File: config.mk
export PLATFORM = sky130hd
export DESIGN_NAME = pbn_seq
export DESIGN_NICKNAME = d
export VERILOG_FILES = /design/src/rtl/pbn_pkg.sv /design/src/rtl/pbn_seq.sv
export SDC_FILE = /design/constraint.sdc
export NUM_CORES = 1
export LEC_CHECK = 0
export ABC_AREA = 1
export BUFFER_PORTS_ARGS = -buffer_cell sky130_fd_sc_hd__buf_2
export CAP_MARGIN = 20
export CORE_AREA = 2 2 39 41
export DETAILED_ROUTE_END_ITERATION = 10
export DIE_AREA = 0 0 41 43
export PLACE_DENSITY = 0.67
export SETUP_SLACK_MARGIN = 0.5
export SLEW_MARGIN = 20
export SYNTH_ARGS = -nofsm -noshare
export SYNTH_HDL_FRONTEND = slang
export SYNTH_SLANG_ARGS = --single-unit
File: constraint.sdc
create_clock -name clk -period 3.08 [get_ports clk]
set_clock_uncertainty 0.05 [all_clocks]
set_input_delay 0.308 -clock clk [delete_from_list [all_inputs] [get_ports clk]]
set_output_delay 0.308 -clock clk [all_outputs]
set_load 0.02 [all_outputs]
File: src/rtl/pbn_pkg.sv
// Shared types, codes and the control store of the palette remap block.
`default_nettype none
package pbn_pkg;

  // Item operation codes
  localparam logic OP_WRITE = 1'b0;
  localparam logic OP_QUERY = 1'b1;

  // Configuration register indexes
  localparam logic REG_OP_COLOR     = 1'b0;
  localparam logic REG_BLEND_WEIGHT = 1'b1;

  localparam logic [7:0]  LAST_INDEX  = 8'hff;
  localparam logic [14:0] START_LIMIT = 15'h7fff;

  typedef logic [3:0] step_t;

  localparam step_t ST_IDLE   = 4'd0;
  localparam step_t ST_ZCHK   = 4'd1;
  localparam step_t ST_RD_ENT = 4'd2;
  localparam step_t ST_LD_ENT = 4'd3;
  localparam step_t ST_MUL    = 4'd4;
  localparam step_t ST_BLEND  = 4'd5;
  localparam step_t ST_SEARCH = 4'd6;
  localparam step_t ST_DRAIN1 = 4'd7;
  localparam step_t ST_DRAIN2 = 4'd8;
  localparam step_t ST_EMIT   = 4'd9;

  typedef enum logic [1:0] {
    A_OC,
    A_ENT,
    A_CAND
  } addr_sel_t;

  typedef enum logic [2:0] {
    C_ALWAYS,
    C_START,
    C_ZERO,
    C_MORE,
    C_OUT_FREE
  } cond_t;

  typedef struct packed {
    logic      in_rdy;
    addr_sel_t asel;
    logic      ld_ref;
    logic      ld_ent;
    logic      mul;
    logic      blend;
    logic      issue;
    logic      emit;
    cond_t     cond;
    step_t     jt;
    step_t     jf;
  } ctrl_t;

  typedef struct packed {
    logic start;
    logic is_zero;
    logic more;
    logic out_free;
  } stat_t;

  // Control store: one word per step
  function automatic ctrl_t ucode(input step_t step);
    ctrl_t cw;
    cw      = '0;
    cw.asel = A_OC;
    cw.cond = C_ALWAYS;
    case (step)
      ST_IDLE: begin
        cw.in_rdy = 1'b1;
        cw.cond   = C_START;
        cw.jt     = ST_ZCHK;
        cw.jf     = ST_IDLE;
      end
      ST_ZCHK: begin
        cw.cond = C_ZERO;
        cw.jt   = ST_EMIT;
        cw.jf   = ST_RD_ENT;
      end
      ST_RD_ENT: begin
        cw.asel   = A_ENT;
        cw.ld_ref = 1'b1;
        cw.jt     = ST_LD_ENT;
        cw.jf     = ST_LD_ENT;
      end
      ST_LD_ENT: begin
        cw.ld_ent = 1'b1;
        cw.jt     = ST_MUL;
        cw.jf     = ST_MUL;
      end
      ST_MUL: begin
        cw.mul = 1'b1;
        cw.jt  = ST_BLEND;
        cw.jf  = ST_BLEND;
      end
      ST_BLEND: begin
        cw.blend = 1'b1;
        cw.jt    = ST_SEARCH;
        cw.jf    = ST_SEARCH;
      end
      ST_SEARCH: begin
        cw.asel  = A_CAND;
        cw.issue = 1'b1;
        cw.cond  = C_MORE;
        cw.jt    = ST_SEARCH;
        cw.jf    = ST_DRAIN1;
      end
      ST_DRAIN1: begin
        cw.jt = ST_DRAIN2;
        cw.jf = ST_DRAIN2;
      end
      ST_DRAIN2: begin
        cw.jt = ST_EMIT;
        cw.jf = ST_EMIT;
      end
      ST_EMIT: begin
        cw.emit = 1'b1;
        cw.cond = C_OUT_FREE;
        cw.jt   = ST_IDLE;
        cw.jf   = ST_EMIT;
      end
      default: begin
        cw.jt = ST_IDLE;
        cw.jf = ST_IDLE;
      end
    endcase
    return cw;
  endfunction

endpackage
`default_nettype wire

File: src/rtl/pbn_seq.sv
// Microcode sequencer: step counter, control store and branch logic.
`default_nettype none
module pbn_seq (
  input  wire logic           clk,
  input  wire logic           rst_n,
  input  wire pbn_pkg::stat_t stat,
  output pbn_pkg::ctrl_t      ctrl
);

  pbn_pkg::step_t step_r;
  pbn_pkg::step_t step_nxt;
  logic           take;

  assign ctrl = pbn_pkg::ucode(step_r);

  always_comb begin
    case (ctrl.cond)
      pbn_pkg::C_ALWAYS:   take = 1'b1;
      pbn_pkg::C_START:    take = stat.start;
      pbn_pkg::C_ZERO:     take = stat.is_zero;
      pbn_pkg::C_MORE:     take = stat.more;
      pbn_pkg::C_OUT_FREE: take = stat.out_free;
      default:             take = 1'b1;
    endcase
    step_nxt = take ? ctrl.jt : ctrl.jf;
  end

  always_ff @(posedge clk) begin
    if (!rst_n) begin
      step_r <= pbn_pkg::ST_IDLE;
    end else begin
      step_r <= step_nxt;
    end
  end

endmodule
`default_nettype wire

; ---- Word level (Yosys, flattened, before mapping)
; Index checks and enable logic that the tools add are counted.
; Widths: inputs -> output; s select.
[totals]
register_bits = 4
latch_bits = 0
mem_bits_rw = 0
rom_bits = 0
inputBits = 6
output_inout_bits = 20
mem_count = 0
[classes]
addsub = 0
n_mul = 0
div = 0
order_cmp = 0
n_eq_ne = 13
shifts = 0
mux = 12
bitwise_logic = 0
reduce_logical = 1
[ops]
columns = op, n
row1 = $pmux 8 s10, 1
row2 = $eq 4x3->1 const B, 4
row3 = $pmux 3 s4, 1
row4 = $eq 4x2->1 const B, 2
row5 = $eq 4x4->1 const B, 2
row6 = $mux 1, 7
row7 = $eq 3x2->1 const B, 2
row8 = $eq 4x1->1 const B, 1
row9 = $logic_not 4->1, 1
row10 = $mux 4, 1
row11 = $pmux 1 s4, 1
row12 = $pmux 2 s2, 1
row13 = $eq 3x1->1 const B, 1
row14 = $eq 3x3->1 const B, 1

; ---- Logic depth before layout (Yosys ltp)
; Gate-level depths: netlist of the first run.
[logic_depth]
ltp_word = 5
depth_mapped = 8

; ---- Worst setup path after synthesis of the first run
; OpenSTA, ideal clock, no wires.
[synth_path]
path_kind = reg-to-output
start = register step_r[2]
end = output port ctrl[5] (netlist name)
arrival_ps = 1430
required_ps = 2722
path_slack_ps = 1292
path_stages_with_launch = 7
cell_sequence = dfxtp_1 -> inv_1 -> nor2_2 -> inv_1 -> nor3_1 -> nor2_1 -> nand2_1
[synth_rtl]
columns = item, line_no
row1 = from (decl), pbn_seq.sv:10  ; pbn_pkg::step_t step_r;
row2 = from (signal assigned), pbn_seq.sv:30  ; step_r <= pbn_pkg::ST_IDLE;
row3 = from (signal assigned), pbn_seq.sv:32  ; step_r <= step_nxt;
row4 = to (decl), pbn_seq.sv:7  ; output pbn_pkg::ctrl_t ctrl

==> results of run 1 <==
-- worst max-delay path: stages, from the launching register on --
cell     delay [ns]
dfxtp_1        0.40
inv_1          0.10
nor2_2         0.20
inv_1          0.08
nor3_1         0.19
nor2_1         0.06
nand2_1        0.05
buf_2          0.16
-- power by group --
group	internal, mW	switching [mW]	total [mW]	leakage, nW
Clock	0.0436	0.0220	0.0657	0.0138
Combinational	0.146	0.315	0.462	0.333
Sequential	0.0703	0.0300	0.100	0.0330
Total	0.260	0.367	0.627	0.379
-- stage by stage --
stage / util, % / setup WS (ns) / hold slack, ns
2_1_floorplan: - / 1.292 / 0.3787
3_3_place_gp: 38.16 / 1.509 / 0.5158
3_5_place_dp: 38.16 / 1.491 / 0.5210
4_1_cts: 39.78 / 1.232 / 0.2817
5_1_grt: 39.78 / 1.081 / 0.2984
6_report: 39.78 / 1.238 / 0.2862
-- metal layers --
metal / vias to the layer above / part of all wire [%] / wire [µm] / track usage [%]
met5: - / 0 / 0 / 0
met4: 0 / 0 / 0 / 6.000
met3: 0 / 7.7 / 85 / 3.141
met2: 18 / 44 / 490 / 21.25
met1: 229 / 48 / 528 / 19.35
li1: 284 / - / - / -
-- layout by cell type, fill, tap and decap left out, drive strengths merged --
cell type and count:
clkbuf 3, a21oi 3, nand2 17, o211ai 2
dfxtp 4, nand3 7, o21a 1, o21ai 4
buf 25, nor3 4, nor2 14, a21boi 1
inv 15
-- cells by family (layout without fill, tap and decap cells) --
logic type / count (synthesis) / after routing
AO/OA/AOI/OAI: 11 / 11
buffers and inverters: 17 / 43
flip-flops: 4 / 4
AND/OR/NAND/NOR: 42 / 42
-- cells in the mapped netlist, drive strengths merged --
master,instances
nor3,4
o21ai,4
a21boi,1
dfxtp,4
nor2,14
o211ai,2
inv,15
buf,2
nand3,7
a21oi,3
o21a,1
nand2,17
-- layout make-up --
cell class | count | area, µm²
fillers | 175 | 833.3
multi-input cells | 53 | 246.5
repair buffers | 25 | 125.1
flip-flops and latches | 4 | 80.08
inverters | 15 | 56.30
clock buffers | 3 | 22.52
well taps | 16 | 20.02
-- worst max-delay path by stage --
stage,startpoint,end,slack (ns)
detailed placement,step_r[2],ctrl[5],1.49
finish,step_r[2],ctrl[5],1.24
floorplan,step_r[2],ctrl[5],1.29
CTS,step_r[2],ctrl[5],1.23
global placement,step_r[2],ctrl[5],1.51
global route,step_r[2],ctrl[5],1.08
==> flow_summary_export.csv, run 1 <==
group,metric,value,unit
placed_design,gp_congestion,0.7630,
synthesis,syn_nets,80,
setup_path,arrival,1.48,ns
global_route,grt_pass1_vias,458,
layout,reg.largest.list,"step_r: 4 flops",
synthesis,synth_top_area_cell,"dfxtp_1",
synthesis,synth-simple-area-share,45.60,%
setup_path,worstSetupPathType,"register to primary output",
synthesis,synth_top_family_by_area,"simple AND/OR/NAND/NOR gates",
min_path,whs_path_depth,3,
synthesis,synth_top_area_share,20.13,%
timing,hold_violations,0,
clock_tree,clk_pin_slew,0.04,ns
floorplan,rows,14,
route,wl,1.105,mm
timing,relSlewSlack,77.57,%
min_path,min_path_type,"input port to register",
layout,fin_area,550.5,µm²
layout,syn_to_final_growth,38.36,%
clock_tree,post_cts_resized,0,
global_route,grt_max_degree,8,
clock_tree,cts_buffer_depth,2,
synthesis,synth.distinct_cells,14,
pwr,power,0.6275,mW
timing,fmax,542.7,MHz
pwr,p_leak,0.3794,nW
layout,final_nets,108,
pwr,power_density,1140,nW/µm²
synthesis,synth_xor_area_share,0,%
global_route,grt_overflow,0,
setup_path,crit_fanout,5,
synthesis,synthMuxAreaShare,0,%
synthesis,synth-seq-cells,4,
route,avgRoutedWirePerCell,9.526,µm
placed_design,place_inst,113,
clock_tree,cts-root-buf,"clkbuf_4",
min_path,hold_start,"rst_n",
clock_tree,hold_buffers,0,
timing,slew_violations,0,
setup_path,startpoint_type,"register",
route,dr.pass1.iters,4,
synthesis,synthCells,74,
layout,top_register,"step_r",
floorplan,ios,26,
timing,period_needed,1.842,ns
route,antenna_left,0,
global_route,antenna_found_initial,0,
floorplan,start_util,28.75,%
synthesis,ys_seq_area_share,20.13,%
floorplan,die_x,41,µm
route,route.vias.total,531,
min_path,holdPathEnd,"step_r[0]",
placed_design,placed_area,528.0,µm²
clock_tree,clk_latency,0.23,ns
synthesis,synth_compound_area_share,16.35,%
timing,setup_tns,0,ns
clock_tree,cts_sinks,4,
setup_path,r2r_start,"step_r[2]",
clock_tree,postCtsSetupRepairBufs,0,
setup_path,cp-end-kind,"primary output",
setup_path,reg2reg_to,"step_r[3]",
layout,stdcell_count,116,
global_route,grt_pass1_wl,1.794,mm
run_status,status,"finished, final reports clean",
layout,drive_gt1_share,31.00,%
synthesis,yosys_warnings,0,
synthesis,avgSynthCellArea,5.377,µm²
placed_design,numPortBuffers,25,
setup_path,reg2regPathDepth,7,
placed_design,hpwl,900.5,µm
pwr,ir_drop,377.8,µV
setup_path,reg2reg_setup_slack,1.66,ns
route,via_per_inst,4.578,
timing,worstMarginPinSlew,0.3353,ns
run,drv_cap,0,
timing,rsz0062_at_grt,"no",
clock_tree,cts_buffers,3,
floorplan,dieArea,1763,µm²
timing,setup_viol,0,
synthesis,synth_area,397.9,µm²
route,first_iter_violations,9,
floorplan,dieHeight,43,µm
layout,largest_register_ffs,4,
clock_tree,cts_max_level,1,
global_route,grt_usage,14.37,%
timing,period_share,59.82,%
synthesis,ys_top_cells_by_area,"dfxtp_1, nand2_1, inv_1",
floorplan,core,1384,µm²
layout,diodes,0,
route,drc,0,
setup_path,worstPathRequired,2.72,ns
clock_tree,cts_tree,"done",
synthesis,synth_fa_ha_area_share,0,%
(Power assumes the default switching activity.)
==> inputs of run 2 (changes only) <==
Clock period 3.08 ns to 1.9 ns, I/O delays scaled along.
==> flow_summary_export.csv, run 2 (same netlist as run 1, synthesis figures left out) <==
group,metric,value,unit
route,wl_met1,605,µm
route,wl,1.576,mm
floorplan,rows,14,
route,route.met2.wl,866,µm
floorplan,die_x,41,µm
setup_path,worstSetupPathType,"register to primary output",
floorplan,dieArea,1763,µm²
timing,period_needed,1.560,ns
clock_tree,cts_buffers,3,
pwr,sequentialPowerShare,12.2,%
timing,setup_tns,0,ns
timing,hold_violations,0,
clock_tree,clk_latency,0.25,ns
layout,syn_to_final_growth,123.3,%
pwr,switchingPower,0.8335,mW
layout,largest_register_ffs,4,
global_route,grt_pass1_wl,2.056,mm
setup_path,crit_fanout,6,
placed_design,gp_congestion,0.7995,
timing,period_share,82.11,%
setup_path,reg2reg_setup_slack,0.49,ns
layout,final_core_util,64.20,%
floorplan,ios,26,
pwr,intPower,0.7811,mW
layout,multi_input_area,375.4,µm²
placed_design,placed_area,540.5,µm²
layout,final_common_cell,"buf_4",
global_route,grt_usage,17.09,%
route,top_layer,"met4",
global_route,antenna_found_initial,0,
min_path,min_path_type,"input port to register",
global_route,grt_max_degree,8,
setup_path,arrival,1.32,ns
layout,nFillCells,111,
timing,relSlewSlack,81.56,%
clock_tree,clk_pin_slew,0.04,ns
route,avgRoutedWirePerCell,12.22,µm
pwr,power_density,1818,nW/µm²
route,wl_met3,82,µm
layout,reg.largest.list,"step_r: 4 flops",
global_route,grt_pass1_vias,496,
floorplan,dieHeight,43,µm
layout,top_register,"step_r",
placed_design,numPortBuffers,25,
pwr,p_leak,0.4827,nW
layout,fin_area,888.4,µm²
layout,seq_area,95.09,µm²
run,drv_cap,0,
pwr,ir_drop,826.3,µV
pwr,swShare,51.62,%
route,via_per_inst,4.907,
run_status,status,"finished, final reports clean",
timing,fmax,641.0,MHz
timing,worstMarginPinSlew,0.2747,ns
global_route,grt_overflow,0,
layout,stdcell_count,129,
layout,final_cell_mix,"buf_4, nand2_1, buf_6",
route,antenna_left,0,
route,route.vias.total,633,
route,first_iter_violations,9,
layout,final_nets,121,
clock_tree,cts_max_level,1,
timing,worst_hold_slack,0.1358,ns
setup_path,cp-end-kind,"primary output",
placed_design,place_inst,113,
setup_path,worstPathRequired,1.66,ns
timing,setup_viol,0,
floorplan,core,1384,µm²
clock_tree,hold_buffers,0,
clock_tree,cts_sinks,4,
clock_tree,cts_tree,"done",
timing,rsz0062_at_grt,"yes",
floorplan,start_util,28.75,%
clock_tree,cts-root-buf,"clkbuf_4",
setup_path,startpoint_type,"register",
route,drc,0,
layout,diodes,0,
pwr,comb_power_share,80.9,%
timing,slew_violations,0,
clock_tree,cts_buffer_depth,2,
layout,drive_gt1_share,65.49,%
placed_design,hpwl,893.3,µm
pwr,power.share.clock,6.9,%
route,dr.pass1.iters,4,
-- run 2: cell types whose count changed in the layout (fill, tap and decap cells not counted), sizes merged --
cell and delta:
buf +13, clkinvlp +1, inv -1
-- run 2: final timing paths --
check	end	startpoint	cells past startpoint
min	step_r[3]	rst_n	3
max reg2reg	step_r[0]	step_r[1]	8
max	ctrl[8]	step_r[1]	5
min reg2reg	step_r[1]	step_r[3]	3
-- run 2: power groups by stage --
stage	Sequential, mW	Combinational, mW	Clock, mW
floorplan	0.153	0.570	0
global placement	0.163	0.762	0
detailed placement	0.165	0.763	0
CTS	0.202	0.998	0.109
global route	0.201	1.40	0.116
finish	0.197	1.31	0.111
-- run 2: final cells by class --
class | count | area share [%]
Timing Repair Buffer | 38 | 34.93
Multi-Input combinational cell | 53 | 42.25
Clock buffer | 3 | 2.535
Sequential cell | 4 | 10.70
Inverter | 15 | 7.324
Tap cell | 16 | 2.254
-- run 2: metal layers --
layer / up-vias / GRT usage [%]
li1: 311 / -
met1: 296 / 20.65
met2: 24 / 28.44
met3: 2 / 3.141
met4: 0 / 6.000
met5: - / 0
-- run 2: repair_timing --
item                                    CTS  global route
gates resized for setup                  48            31
endpoints found under the setup margin   21            23
pin swaps                                 6            10
endpoints found under the hold margin     0             0
buffers inserted                          6             7
-- run 2: worst max-delay path, stage by stage (launching register included) --
cell        delay (ns)
dfxtp_4           0.39
clkinvlp_4        0.18
nor2_4            0.18
nand2_4           0.08
o21ai_1           0.08
buf_4             0.16
-- run 2: metrics by stage --
step	worst slack (ns)	total power, mW
2_1_floorplan	0.4396	0.7237
3_3_place_gp	0.4633	0.9259
3_5_place_dp	0.4526	0.9278
4_1_cts	0.3833	1.309
5_1_grt	0.2774	1.716
6_report	0.3399	1.615
==> inputs of run 3 (changes only) <==
Clock period 1.9 ns to 1.6 ns, I/O delays scaled along.
==> flow_summary_export.csv, run 3 (same netlist as run 1, synthesis figures left out) <==
group,metric,value,unit
layout,reg.largest.list,"step_r: 4 flops",
route,top_layer,"met4",
min_path,min_path_type,"input port to register",
global_route,grt_usage,20.08,%
layout,top_register,"step_r",
clock_tree,hold_buffers,0,
setup_path,reg2reg_setup_slack,0.21,ns
setup_path,reg2reg_to,"step_r[0]",
layout,multi_input_area,436.7,µm²
pwr,p_leak,0.5364,nW
setup_path,crit_fanout,6,
floorplan,dieHeight,43,µm
placed_design,placed_area,608.1,µm²
run_status,status,"finished, final reports clean",
route,route.met2.wl,1.098,mm
timing,hold_violations,0,
layout,seq_area,95.09,µm²
layout,drive_gt1_share,76.42,%
route,wl_met3,89,µm
setup_path,worstSetupPathType,"register to primary output",
timing,setup_viol,0,
route,wl,1.946,mm
timing,relSlewSlack,82.85,%
setup_path,r2r_start,"step_r[2]",
clock_tree,cts_buffer_depth,2,
route,first_iter_violations,6,
timing,slew_violations,0,
global_route,grt_pass1_vias,605,
route,antenna_left,0,
floorplan,ios,26,
timing,worst_hold_slack,0.1249,ns
run,drv_cap,0,
global_route,grt_pass1_wl,2.463,mm
route,wl_met1,698,µm
timing,fmax,656.3,MHz
placed_design,gp_congestion,0.8122,
pwr,power,2.298,mW
route,avgRoutedWirePerCell,14.00,µm
setup_path,worstPathRequired,1.39,ns
placed_design,place_inst,113,
route,dr.pass1.iters,4,
setup_path,cp-endpoint,"ctrl[5]",
placed_design,numPortBuffers,25,
setup_path,startpoint_type,"register",
floorplan,die_x,41,µm
global_route,antenna_found_initial,0,
setup_path,arrival,1.31,ns
floorplan,rows,14,
route,via_per_inst,4.885,
clock_tree,cts_max_level,1,
route,route.vias.total,679,
setup_path,crit_start,"step_r[2]",
placed_design,hpwl,990.1,µm
layout,final_cell_mix,"buf_4, buf_6, nor2_4",
timing,worstMarginPinSlew,0.2561,ns
layout,final_common_cell,"buf_4",
pwr,ir_drop,1230,µV
layout,syn_to_final_growth,162.6,%
layout,nFillCells,100,
timing,period_needed,1.524,ns
clock_tree,clk_pin_slew,0.04,ns
setup_path,reg2regPathDepth,9,
timing,period_share,95.24,%
clock_tree,cts-root-buf,"clkbuf_4",
clock_tree,clk_latency,0.24,ns
timing,setup_tns,0,ns
setup_path,cp-end-kind,"primary output",
clock_tree,cts_sinks,4,
global_route,grt_max_degree,8,
layout,stdcell_count,139,
floorplan,core,1384,µm²
clock_tree,cts_tree,"done",
pwr,power_density,2200,nW/µm²
clock_tree,cts_buffers,3,
global_route,grt_overflow,0,
timing,rsz0062_at_grt,"yes",
layout,largest_register_ffs,4,
layout,diodes,0,
layout,fin_area,1045,µm²
layout,final_nets,130,
floorplan,dieArea,1763,µm²
floorplan,start_util,28.75,%
route,drc,0,
-- run 3: repair_timing --
item / CTS / global route
buffers inserted: 14 / 8
endpoints found under the setup margin: 23 / 24
gates resized for setup: 41 / 32
gates cloned: 0 / 0
pin swaps: 10 / 13
-- run 3: worst max-delay path, cell delays in order, from the launching register on --
cell     delay [ns]
dfxtp_4        0.37
nor2_4         0.19
inv_4          0.11
nor3_4         0.15
nor2_1         0.08
nand2_2        0.06
buf_6          0.11
-- run 3: area by class of cell --
| class | instances | share of cell area (%) |
|---|---|---|
| clock buffer | 4 | 2.515 |
| tap | 16 | 1.916 |
| timing repair buffer | 47 | 38.32 |
| inverter | 15 | 6.347 |
| sequential | 4 | 9.102 |
| multi-input combinational | 53 | 41.80 |
-- run 3: where the power goes --
part / internal (mW) / switching, mW / leakage (nW)
Sequential: 0.155 / 0.111 / 0.0356
Combinational: 0.885 / 1.01 / 0.486
Clock: 0.0939 / 0.0467 / 0.0150
-- run 3: worst min-delay path by stage --
stage | from | end | slack (ns) | cells past startpoint
CTS | rst_n | step_r[1] | 0.12 | 3
finish | rst_n | step_r[0] | 0.12 | 3
global placement | rst_n | step_r[0] | 0.37 | 3
detailed placement | rst_n | step_r[0] | 0.37 | 3
global route | rst_n | step_r[0] | 0.12 | 3
floorplan | rst_n | step_r[0] | 0.22 | 2
-- run 3: metal layers --
layer	global-route usage (%)	vias up
li1	-	331
met1	23.79	313
met2	34.69	29
met3	3.141	6
met4	6.000	0
met5	0	-
-- run 3: metrics by stage --
step,utilization [%],setup WS (ns)
global placement,43.94,0.2210
global route,75.50,0.008422
floorplan,-,0.3091
CTS,62.12,0.1094
detailed placement,43.94,0.2096
finish,75.50,0.07619
