[src/rtl/pbn_pkg.sv]
// Shared types, codes and the control store of the palette remap block.
`default_nettype none
package pbn_pkg;

  // Item operation codes
  localparam logic OP_WRITE = 1'b0;
  localparam logic OP_QUERY = 1'b1;

  // Configuration register indexes
  localparam logic REG_OP_COLOR     = 1'b0;
  localparam logic REG_BLEND_WEIGHT = 1'b1;

  localparam logic [7:0]  LAST_INDEX  = 8'hff;
  localparam logic [14:0] START_LIMIT = 15'h7fff;

  typedef logic [3:0] step_t;

  localparam step_t ST_IDLE   = 4'd0;
  localparam step_t ST_ZCHK   = 4'd1;
  localparam step_t ST_RD_ENT = 4'd2;
  localparam step_t ST_LD_ENT = 4'd3;
  localparam step_t ST_MUL    = 4'd4;
  localparam step_t ST_BLEND  = 4'd5;
  localparam step_t ST_SEARCH = 4'd6;
  localparam step_t ST_DRAIN1 = 4'd7;
  localparam step_t ST_DRAIN2 = 4'd8;
  localparam step_t ST_EMIT   = 4'd9;

  typedef enum logic [1:0] {
    A_OC,
    A_ENT,
    A_CAND
  } addr_sel_t;

  typedef enum logic [2:0] {
    C_ALWAYS,
    C_START,
    C_ZERO,
    C_MORE,
    C_OUT_FREE
  } cond_t;

  typedef struct packed {
    logic      in_rdy;
    addr_sel_t asel;
    logic      ld_ref;
    logic      ld_ent;
    logic      mul;
    logic      blend;
    logic      issue;
    logic      emit;
    cond_t     cond;
    step_t     jt;
    step_t     jf;
  } ctrl_t;

  typedef struct packed {
    logic start;
    logic is_zero;
    logic more;
    logic out_free;
  } stat_t;

  // Control store: one word per step
  function automatic ctrl_t ucode(input step_t step);
    ctrl_t cw;
    cw      = '0;
    cw.asel = A_OC;
    cw.cond = C_ALWAYS;
    case (step)
      ST_IDLE: begin
        cw.in_rdy = 1'b1;
        cw.cond   = C_START;
        cw.jt     = ST_ZCHK;
        cw.jf     = ST_IDLE;
      end
      ST_ZCHK: begin
        cw.cond = C_ZERO;
        cw.jt   = ST_EMIT;
        cw.jf   = ST_RD_ENT;
      end
      ST_RD_ENT: begin
        cw.asel   = A_ENT;
        cw.ld_ref = 1'b1;
        cw.jt     = ST_LD_ENT;
        cw.jf     = ST_LD_ENT;
      end
      ST_LD_ENT: begin
        cw.ld_ent = 1'b1;
        cw.jt     = ST_MUL;
        cw.jf     = ST_MUL;
      end
      ST_MUL: begin
        cw.mul = 1'b1;
        cw.jt  = ST_BLEND;
        cw.jf  = ST_BLEND;
      end
      ST_BLEND: begin
        cw.blend = 1'b1;
        cw.jt    = ST_SEARCH;
        cw.jf    = ST_SEARCH;
      end
      ST_SEARCH: begin
        cw.asel  = A_CAND;
        cw.issue = 1'b1;
        cw.cond  = C_MORE;
        cw.jt    = ST_SEARCH;
        cw.jf    = ST_DRAIN1;
      end
      ST_DRAIN1: begin
        cw.jt = ST_DRAIN2;
        cw.jf = ST_DRAIN2;
      end
      ST_DRAIN2: begin
        cw.jt = ST_EMIT;
        cw.jf = ST_EMIT;
      end
      ST_EMIT: begin
        cw.emit = 1'b1;
        cw.cond = C_OUT_FREE;
        cw.jt   = ST_IDLE;
        cw.jf   = ST_EMIT;
      end
      default: begin
        cw.jt = ST_IDLE;
        cw.jf = ST_IDLE;
      end
    endcase
    return cw;
  endfunction

endpackage
`default_nettype wire

[src/rtl/pbn_if.sv]
// Valid/ready channel interfaces for input words and result words.
`default_nettype none
interface pbn_in_if;
  logic       valid;
  logic       ready;
  logic       operation;
  logic [7:0] entry_index;
  logic [7:0] red;
  logic [7:0] green;
  logic [7:0] blue;

  modport source (output valid, output operation, output entry_index,
                  output red, output green, output blue, input ready);
  modport sink   (input valid, input operation, input entry_index,
                  input red, input green, input blue, output ready);
endinterface

interface pbn_out_if;
  logic       valid;
  logic       ready;
  logic [7:0] queried_index;
  logic [7:0] remap_value;

  modport source (output valid, output queried_index, output remap_value,
                  input ready);
  modport sink   (input valid, input queried_index, input remap_value,
                  output ready);
endinterface
`default_nettype wire

[src/rtl/pbn_dp.sv]
// Datapath: blend unit, pipelined distance search and result register.
`default_nettype none
module pbn_dp #(
  parameter int PALETTE_DEPTH  = 256,
  parameter int SEARCH_ENTRIES = 127
) (
  input  wire logic                             clk,
  input  wire logic                             rst_n,
  input  wire pbn_pkg::ctrl_t                   ctrl,
  output pbn_pkg::stat_t                        stat,
  input  wire logic [7:0]                       op_color,
  input  wire logic [7:0]                       blend_weight,
  pbn_in_if.sink                                in_ch,
  pbn_out_if.source                             out_ch,
  output logic                                  ram_we,
  output logic      [$clog2(PALETTE_DEPTH)-1:0] ram_waddr,
  output logic      [23:0]                      ram_wdata,
  output logic      [$clog2(PALETTE_DEPTH)-1:0] ram_raddr,
  input  wire logic [23:0]                      ram_rdata
);

  localparam int         AW        = $clog2(PALETTE_DEPTH);
  localparam logic [7:0] LAST_CAND = 8'(SEARCH_ENTRIES);

  // index -> palette address, modulo the depth
  logic [AW-1:0] wrap_tab [256];
  for (genvar g = 0; g < 256; g++) begin : g_wrap
    assign wrap_tab[g] = AW'(g % PALETTE_DEPTH);
  end

  logic               in_acc;
  logic [7:0]         qidx_r, qidx_nxt;
  logic [23:0]        ref_r, ref_nxt;
  logic [23:0]        ent_r, ent_nxt;
  logic signed [16:0] prod_r [3];
  logic signed [16:0] prod_nxt [3];
  logic [7:0]         blend_r [3];
  logic [7:0]         blend_nxt [3];
  logic [7:0]         x_r, x_nxt;
  logic               v0_r, v0_nxt;
  logic [7:0]         x0_r;
  logic               v1_r;
  logic [7:0]         x1_r;
  logic [16:0]        sq_r [3];
  logic [16:0]        sq_nxt [3];
  logic [17:0]        cand_dist;
  logic [14:0]        limit_r, limit_nxt;
  logic [7:0]         best_r, best_nxt;
  logic               hit_r, hit_nxt;
  logic               out_valid_r, out_valid_nxt;
  logic [7:0]         out_qidx_r, out_qidx_nxt;
  logic [7:0]         out_val_r, out_val_nxt;

  assign in_ch.ready = ctrl.in_rdy;
  assign in_acc      = in_ch.valid && ctrl.in_rdy;

  // Palette writes are taken straight from the input word
  assign ram_we    = in_acc && (in_ch.operation == pbn_pkg::OP_WRITE);
  assign ram_waddr = wrap_tab[in_ch.entry_index];
  assign ram_wdata = {in_ch.red, in_ch.green, in_ch.blue};

  always_comb begin
    case (ctrl.asel)
      pbn_pkg::A_OC:   ram_raddr = wrap_tab[op_color];
      pbn_pkg::A_ENT:  ram_raddr = wrap_tab[qidx_r];
      pbn_pkg::A_CAND: ram_raddr = wrap_tab[x_r];
      default:         ram_raddr = wrap_tab[op_color];
    endcase
  end

  assign stat.start    = in_acc && (in_ch.operation == pbn_pkg::OP_QUERY) &&
                         (in_ch.entry_index != pbn_pkg::LAST_INDEX);
  assign stat.is_zero  = (qidx_r == 8'd0);
  assign stat.more     = (x_r != LAST_CAND);
  assign stat.out_free = !out_valid_r || out_ch.ready;

  assign cand_dist = 18'(sq_r[0]) + 18'(sq_r[1]) + 18'(sq_r[2]);

  always_comb begin
    logic signed [8:0]  dif;
    logic signed [17:0] sqf;
    qidx_nxt  = stat.start ? in_ch.entry_index : qidx_r;
    ref_nxt   = ctrl.ld_ref ? ram_rdata : ref_r;
    ent_nxt   = ctrl.ld_ent ? ram_rdata : ent_r;
    for (int c = 0; c < 3; c++) begin
      // (a - ref) * (weight >> 1); the doubling and >> 8 fold into >>> 7
      dif = $signed({1'b0, ent_r[c*8 +: 8]}) - $signed({1'b0, ref_r[c*8 +: 8]});
      prod_nxt[c]  = ctrl.mul ? 17'(dif * $signed({1'b0, blend_weight[7:1]}))
                              : prod_r[c];
      blend_nxt[c] = ctrl.blend ? (ent_r[c*8 +: 8] - prod_r[c][14:7]) : blend_r[c];
      dif = $signed({1'b0, ram_rdata[c*8 +: 8]}) - $signed({1'b0, blend_r[c]});
      sqf = dif * dif;
      sq_nxt[c] = sqf[16:0];
    end

    x_nxt     = x_r;
    v0_nxt    = 1'b0;
    limit_nxt = limit_r;
    best_nxt  = best_r;
    hit_nxt   = hit_r;
    if (ctrl.blend) begin
      x_nxt     = 8'd1;
      limit_nxt = pbn_pkg::START_LIMIT;
      best_nxt  = op_color;
      hit_nxt   = 1'b0;
    end else if (v1_r && !hit_r) begin
      if (cand_dist == 18'd0) begin
        best_nxt = x1_r;
        hit_nxt  = 1'b1;
      end else if (cand_dist <= {3'b000, limit_r}) begin
        best_nxt  = x1_r;
        limit_nxt = cand_dist[14:0];
      end
    end
    if (ctrl.issue) begin
      v0_nxt = (x_r != qidx_r);
      x_nxt  = x_r + 8'd1;
    end

    out_valid_nxt = out_valid_r && !out_ch.ready;
    out_qidx_nxt  = out_qidx_r;
    out_val_nxt   = out_val_r;
    if (ctrl.emit && stat.out_free) begin
      out_valid_nxt = 1'b1;
      out_qidx_nxt  = qidx_r;
      out_val_nxt   = stat.is_zero ? 8'd0 : best_r;
    end
  end

  always_ff @(posedge clk) begin
    if (!rst_n) begin
      v0_r        <= 1'b0;
      v1_r        <= 1'b0;
      hit_r       <= 1'b0;
      out_valid_r <= 1'b0;
    end else begin
      v0_r        <= v0_nxt;
      v1_r        <= v0_r;
      hit_r       <= hit_nxt;
      out_valid_r <= out_valid_nxt;
    end
    qidx_r     <= qidx_nxt;
    ref_r      <= ref_nxt;
    ent_r      <= ent_nxt;
    prod_r     <= prod_nxt;
    blend_r    <= blend_nxt;
    sq_r       <= sq_nxt;
    x_r        <= x_nxt;
    x0_r       <= x_r;
    x1_r       <= x0_r;
    limit_r    <= limit_nxt;
    best_r     <= best_nxt;
    out_qidx_r <= out_qidx_nxt;
    out_val_r  <= out_val_nxt;
  end

  assign out_ch.valid         = out_valid_r;
  assign out_ch.queried_index = out_qidx_r;
  assign out_ch.remap_value   = out_val_r;

endmodule
`default_nettype wire

[src/flat_wrapper.sv]
// flat-port wrapper written by rule: the top's interface ports become plain ports
module pbn_dp_flat 
#(
  parameter int PALETTE_DEPTH  = 256,
  parameter int SEARCH_ENTRIES = 127
)
  (clk, rst_n, ctrl, stat, op_color, blend_weight, ram_we, ram_waddr, ram_wdata, ram_raddr, ram_rdata, in_ch_valid, in_ch_operation, in_ch_entry_index, in_ch_red, in_ch_green, in_ch_blue, in_ch_ready, out_ch_valid, out_ch_queried_index, out_ch_remap_value, out_ch_ready);
  pbn_in_if in_ch_i ();
  pbn_out_if out_ch_i ();
  input  wire logic clk;
  input  wire logic rst_n;
  input  wire pbn_pkg::ctrl_t ctrl;
  output pbn_pkg::stat_t stat;
  input  wire logic [7:0] op_color;
  input  wire logic [7:0] blend_weight;
  output logic ram_we;
  output logic      [$clog2(PALETTE_DEPTH)-1:0] ram_waddr;
  output logic      [23:0] ram_wdata;
  output logic      [$clog2(PALETTE_DEPTH)-1:0] ram_raddr;
  input  wire logic [23:0] ram_rdata;
  input wire logic [$bits(in_ch_i.valid)-1:0] in_ch_valid;
  input wire logic [$bits(in_ch_i.operation)-1:0] in_ch_operation;
  input wire logic [$bits(in_ch_i.entry_index)-1:0] in_ch_entry_index;
  input wire logic [$bits(in_ch_i.red)-1:0] in_ch_red;
  input wire logic [$bits(in_ch_i.green)-1:0] in_ch_green;
  input wire logic [$bits(in_ch_i.blue)-1:0] in_ch_blue;
  output wire logic [$bits(in_ch_i.ready)-1:0] in_ch_ready;
  output wire logic [$bits(out_ch_i.valid)-1:0] out_ch_valid;
  output wire logic [$bits(out_ch_i.queried_index)-1:0] out_ch_queried_index;
  output wire logic [$bits(out_ch_i.remap_value)-1:0] out_ch_remap_value;
  input wire logic [$bits(out_ch_i.ready)-1:0] out_ch_ready;
  assign in_ch_i.valid = in_ch_valid;
  assign in_ch_i.operation = in_ch_operation;
  assign in_ch_i.entry_index = in_ch_entry_index;
  assign in_ch_i.red = in_ch_red;
  assign in_ch_i.green = in_ch_green;
  assign in_ch_i.blue = in_ch_blue;
  assign in_ch_ready = in_ch_i.ready;
  assign out_ch_valid = out_ch_i.valid;
  assign out_ch_queried_index = out_ch_i.queried_index;
  assign out_ch_remap_value = out_ch_i.remap_value;
  assign out_ch_i.ready = out_ch_ready;
  pbn_dp #(.PALETTE_DEPTH(PALETTE_DEPTH), .SEARCH_ENTRIES(SEARCH_ENTRIES)) u_core (.clk(clk), .rst_n(rst_n), .ctrl(ctrl), .stat(stat), .op_color(op_color), .blend_weight(blend_weight), .in_ch(in_ch_i), .out_ch(out_ch_i), .ram_we(ram_we), .ram_waddr(ram_waddr), .ram_wdata(ram_wdata), .ram_raddr(ram_raddr), .ram_rdata(ram_rdata));
endmodule
[config.mk]
export PLATFORM = sky130hd
export DESIGN_NAME = pbn_dp_flat
export DESIGN_NICKNAME = d
export VERILOG_FILES = /design/src/rtl/pbn_pkg.sv /design/src/rtl/pbn_if.sv /design/src/rtl/pbn_dp.sv /design/src/flat_wrapper.sv
export SDC_FILE = /design/constraint.sdc
export NUM_CORES = 1
export LEC_CHECK = 0
export BUFFER_PORTS_ARGS = -buffer_cell sky130_fd_sc_hd__buf_2
export CORE_ASPECT_RATIO = 1.2
export CORE_MARGIN = 4
export CORE_UTILIZATION = 30
export CTS_CLUSTER_DIAMETER = 80
export CTS_CLUSTER_SIZE = 16
export DETAILED_ROUTE_END_ITERATION = 8
export PLACE_DENSITY = 0.42
export SETUP_SLACK_MARGIN = 0.4
export SLEW_MARGIN = 20
export SYNTH_ARGS = -nofsm -noshare
export SYNTH_HDL_FRONTEND = slang
export SYNTH_SLANG_ARGS = --single-unit
export TNS_END_PERCENT = 20
[constraint.sdc]
create_clock -name clk -period 14.55 [get_ports clk]
set_clock_uncertainty 0.05 [all_clocks]
set_input_delay 1.455 -clock clk [delete_from_list [all_inputs] [get_ports clk]]
set_output_delay 1.455 -clock clk [all_outputs]
set_load 0.1 [all_outputs]
== Yosys cells after proc, flatten, opt, wreduce, memory -nomap -nowiden ==
Memories as Yosys holds them, arrays and structs flattened.
Index checks and enable logic that the tools add are counted.

* Word-level logic and storage cells: 99
* Bits in registers: 243
* Memories: 4
* RAM bits: 0
* Output and inout port bits: 63
* Latch bits: 0
* Memory bits (read-only): 8192

{| class="wikitable"
|+ Memories
! memory !! depth !! width !! read ports !! clocked after Yosys merged registers in !! write ports !! RTL line !! RTL
|-
| (name not given) || 256 || 8 || 1 || 0 || 0 || pbn_dp.sv:66 || <nowiki>pbn_pkg::A_CAND: ram_raddr = wrap_tab[x_r];</nowiki>
|-
| (name not given) || 256 || 8 || 1 || 0 || 0 || pbn_dp.sv:59 || <nowiki>assign ram_waddr = wrap_tab[in_ch.entry_index];</nowiki>
|-
| (name not given) || 256 || 8 || 1 || 0 || 0 || pbn_dp.sv:64 || <nowiki>pbn_pkg::A_OC: ram_raddr = wrap_tab[op_color];</nowiki>
|-
| (name not given) || 256 || 8 || 1 || 0 || 0 || pbn_dp.sv:65 || <nowiki>pbn_pkg::A_ENT: ram_raddr = wrap_tab[qidx_r];</nowiki>
|}

* Shift operators: 0
* Add/sub/neg operators: 12
* Div/mod/pow operators: 0
* Reductions and logical operators: 21
* $mul: 6
* Bitwise logic cells: 7
* Equality and inequality tests: 5
* Order comparisons: 5
* Mux-type cells: 16

{| class="wikitable"
|+ Operators by type and width
! kind !! number
|-
| $mux W8 || 14
|-
| $sub A8 B8 Y9 || 6
|-
| $mul A9 B9 Y17 || 3
|-
| $mul A9 B8 Y15 || 3
|-
| $ge A9 B9 Y1 const B || 4
|-
| $not A8 Y9 || 4
|-
| $sub A8 B8 Y8 || 3
|-
| $add A17 B17 Y18 || 1
|-
| $add A18 B17 Y18 || 1
|-
| $le A18 B15 Y1 || 1
|-
| $logic_not A18 Y1 || 1
|-
| $pmux W8 S2 || 1
|-
| $add A8 B1 Y8 const B || 1
|-
| $logic_not A8 Y1 || 1
|-
| $ne A8 B7 Y1 const B || 1
|-
| $ne A8 B8 Y1 || 1
|-
| $ne A8 B8 Y1 const B || 1
|-
| $logic_and A1 B1 Y1 || 7
|-
| $reduce_and A2 Y1 || 3
|-
| $reduce_bool A2 Y1 || 2
|-
| $logic_not A1 Y1 || 3
|-
| $not A1 Y1 || 3
|-
| $reduce_and A3 Y1 || 1
|-
| $reduce_bool A3 Y1 || 1
|-
| other kinds (5) || 5
|}

== Longest topological paths before layout ==
* Depth after elaboration: 7
* Mapped depth: 30

== Worst setup path before layout ==
Ideal clock, no wire load.

* Kind: in2reg
* Start: input ram_rdata[0]
* End: register u_core.sq_r[48] in the netlist's numbering
* Setup time: 0.072 ns
* Path buffers: 0
* Setup slack: 7.088 ns
* Cell stages on the path: 27
* Arrival time: 7.340 ns
* Cells stage by stage: inv_1 -> ha_1 -> inv_1 -> fa_1 -> a21o_1 -> a21oi_1 -> o21bai_1 -> a21oi_1 -> o21bai_1 -> a21oi_2 -> nand2_1 -> fa_1 -> fa_1 -> inv_1 -> fa_1 -> fa_1 -> inv_1 -> fa_1 -> inv_1 -> ha_1 -> nor2b_1 -> o21a_1 -> o311a_1 -> o21a_1 -> o21ai_0 -> nor2b_1 -> xnor2_1

{| class="wikitable"
|+ RTL lines
! what !! RTL line !! RTL
|-
| start: declaration || flat_wrapper.sv:20 || <nowiki>input wire logic [23:0] ram_rdata;</nowiki>
|-
| end signal: assignment || pbn_dp.sv:147 || <nowiki>sq_r <= sq_nxt;</nowiki>
|-
| end: declaration || pbn_dp.sv:44 || <nowiki>logic [16:0] sq_r [3];</nowiki>
|}

==> results_tabular.tex <==
\begin{tabular}{lr}
\hline
Metric & Value \\
\hline
\multicolumn{2}{l}{\textbf{Die}} \\
Die Span Y & 322.0 um \\
Horizontal die dimension & 269.7 um \\
Number of cell rows & 114 \\
Initial Utilization & 30.43\% \\
I/O pin cnt & 160 \\
Area enclosed by the die boundary & 86,850 um\^{}2 \\
Core region area & 81,020 um\^{}2 \\
\multicolumn{2}{l}{\textbf{Synthesis}} \\
Most common cell in the netlist & inv\_1 \\
Top cells by area, synth & fa\_1 (26\%), edfxtp\_1 (17\%), ha\_1 (15\%) \\
Seq cells post-synth & 219 \\
Average size of a mapped cell & 9.921 um\^{}2 \\
Warnings, synthesis & 0 \\
Portion of synthesized cell area occupied by the leading cell type & 26.23\% \\
Synthesized cell area & 24,650 um\^{}2 \\
Number of synthesized flops with an enable pin & 136 \\
Proportion of synthesized chip area in sequential cells & 23.30\% \\
Post-synth top area cell & fa\_1 \\
Most frequent cells after synthesis & inv\_1 (567), fa\_1 (323), ha\_1 (293) \\
Asr flop ratio synth & 0\% \\
Synth Flop Type & edfxtp\_1 \\
Distinct cell type count after synthesis & 66 \\
Instance count of the mapped netlist & 2,485 \\
\multicolumn{2}{l}{\textbf{Setup path}} \\
Data arrival time at the worst-slack endpoint & 8.10 ns \\
Endpoint kind of the worst setup timing path & register \\
Top cell by count, worst path & inv\_1 \\
Peak fanout along the critical path & 9 \\
Critical path's largest stage delay & 0.49 ns \\
Required time at the endpoint of the critical path & 14.97 ns \\
Slowest stage cell, crit path & fa\_1 \\
CP delay by family, top & adder cells \\
Critical Path Source Type & input port \\
Combined buffer and inverter count along the critical path & 8 \\
Worst Setup Path Type & input port to register \\
\multicolumn{2}{l}{\textbf{Detailed routing}} \\
Antenna violation net count after detailed routing & 0 \\
Detailed-route via count & 15,990 \\
Number of vias per cell after detailed routing & 4.438 \\
Router iterations before antenna repair & 4 \\
DRT Wirelength & 51,990 um \\
Number of DRC violations after detailed-routing iteration 0 & 520 \\
Routed length per placed instance & 14.43 um \\
Count of unresolved DRC violations after routing & 0 \\
\multicolumn{2}{l}{\textbf{Clocking}} \\
Sink count of the clock tree & 219 \\
Clock transition at the registers of the reported paths & 0.07 ns \\
Number of hold-repair buffers added at the cts stage & 0 \\
Buffers from clock root to sink, at most & 3 \\
Source-to-sink clock delay at the later pin of the worst-skew pair & 0.55 ns \\
Number of clock buffers inserted by TritonCTS & 18 \\
CTS-repair resized insts & 0 \\
Clock tree from TritonCTS & done \\
Post-CTS Repair Setup Buffers & 0 \\
Root Buffer & clkbuf\_16 \\
\# H-tree levels & 1 \\
\multicolumn{2}{l}{\textbf{Global routing}} \\
Via count of the first global-routing pass & 17,430 \\
First-pass GRT wire length & 88,070 um \\
Maximum number of pins on one net before global-route repair & 48 \\
Overflow left after global routing & 0 \\
Overall Global Routing Usage & 12.24\% \\
Number of antenna violations at the first check in global routing & 2 \\
\multicolumn{2}{l}{\textbf{Timing}} \\
Unrepaired setup endpoints after global routing & false \\
Final number of hold-violating endpoints & 0 \\
Crit share post-route & 52.78\% \\
Maximum operating frequency & 130.2 MHz \\
Max-slew violations & 0 \\
Shortest period the worst path allows & 7.680 ns \\
Worst-case headroom to the max-slew limit & 31.74\% \\
Transition time at the pin with the least slew margin & 1.018 ns \\
Total negative setup slack & 0 ns \\
Final setup vio count & 0 \\
Setup ws final & 6.870 ns \\
\multicolumn{2}{l}{\textbf{Status}} \\
Result of the run & complete, no violations \\
\multicolumn{2}{l}{\textbf{Final layout}} \\
P\&R area growth vs syn & 8.171\% \\
Total Nets Final & 3,257 \\
Area of the multi-input gates & 16,370 um\^{}2 \\
Combined flip-flop and latch cell area & 5746 um\^{}2 \\
Number of fill cells & 8,369 \\
Share of post-route cells with drive strength above 1 & 6.534\% \\
\multicolumn{2}{l}{\textbf{Job}} \\
Max-cap viol count & 0 \\
\multicolumn{2}{l}{\textbf{Place}} \\
Routability cong. & 0.7760 \\
Port Buffer Count & 99 \\
Post-DP HPWL & 42,630 um \\
Pre-CTS setup slack & 6.277 ns \\
\multicolumn{2}{l}{\textbf{Min path}} \\
Worst hold path type & register to register \\
\hline
\end{tabular}
## placed cells by master, fill, tap and decap left out, types with 13 or more instances in the layout
master and count:
o21bai_1 24, fa_1 323, xnor2_1 117, dfxtp_1 83, ha_1 293, nor3_1 24, nor2b_1 39, a21oi_1 71
o21a_1 16, nor4_1 15, buf_2 99, xor2_1 49, o21ai_0 55, or2_2 16, clkbuf_16 18, edfxtp_1 136
a21boi_0 13, nand2b_1 28, inv_1 567, and2_1 128, nand2_1 146, a21o_1 42, nor2_1 103
## path summary, 6_finish.rpt
| path | slack, ns | cells after the start | end | startpoint |
|---|---|---|---|---|
| setup / recovery | 6.87 | 30 | u_core.sq_r[48] | ram_rdata[0] |
| hold / removal | 0.28 | 0 | u_core.x1_r[4] | u_core.x0_r[4] |
| setup reg to reg | 7.60 | 25 | u_core.prod_r[31] | u_core.ent_r[8] |
| hold reg to reg | 0.28 | 0 | u_core.x1_r[4] | u_core.x0_r[4] |
## metal layers
layer	share of wire, %	routed length, um	global-route usage [%]	vias to the layer above
met5	0	0	0	-
met4	0.99	517	1.717	0
met3	2.0	1059	1.334	22
met2	54	28120	23.78	103
met1	43	22290	14.87	7967
li1	-	-	-	7895
## stage by stage
stage / cell area (um^2) / utilization [%] / cells / hold slack [ns]
floorplan: 24660 / - / 2486 / 0.2596
global placement: 26120 / 32.24 / 3568 / 0.2611
detailed placement: 26120 / 32.24 / 3568 / 0.2643
CTS: 26660 / 32.91 / 3600 / 0.2819
global route: 26660 / 32.91 / 3600 / 0.2854
finish: 26670 / 32.92 / 3602 / 0.2787
## worst register-to-register path, delay by kind of cell (launching register included)
kind                     cells  cell delay (ns)
adder cells (fa/ha/maj)      7             2.73
AO/OA/AOI/OAI                8             2.18
AND/OR/NAND/NOR              4             0.85
buffers and inverters        5             0.44
flip-flops                   1             0.37
XOR/XNOR                     1             0.09
## area by class of cell
class                           count  area share [%]
Antenna cell                        2         0.01877
Inverter                          570           8.023
Sequential cell                   219           21.54
Clock inverter                      5          0.2158
Multi-Input combinational cell   1627           61.37
Clock buffer                       27           1.816
Timing Repair Buffer              108           2.111
Tap cell                         1044           4.898
## sequential cells by signal (all words and copies together) (netlist names), 15 cells and up
register        cells
u_core.ent_r       24
u_core.prod_r      24
u_core.blend_r     24
u_core.ref_r       24
u_core.limit_r     15
u_core.sq_r        48
## logic make-up (layout without fill, tap and decap cells)
family / Yosys count / after routing / synth area share [%]
fa+ha+maj: 616 / 616 / 41.10
flops: 219 / 219 / 23.30
compound gates: 282 / 282 / 7.460
mux: 11 / 11 / 0.5024
simple gates: 549 / 549 / 11.38
buf+inv: 640 / 710 / 10.32
other cells: 2 / 5 / 0.03046
xor+xnor: 166 / 166 / 5.897
Power is not shown: default switching activity piles up to over one toggle a cycle in this logic, so the estimate is an artifact.
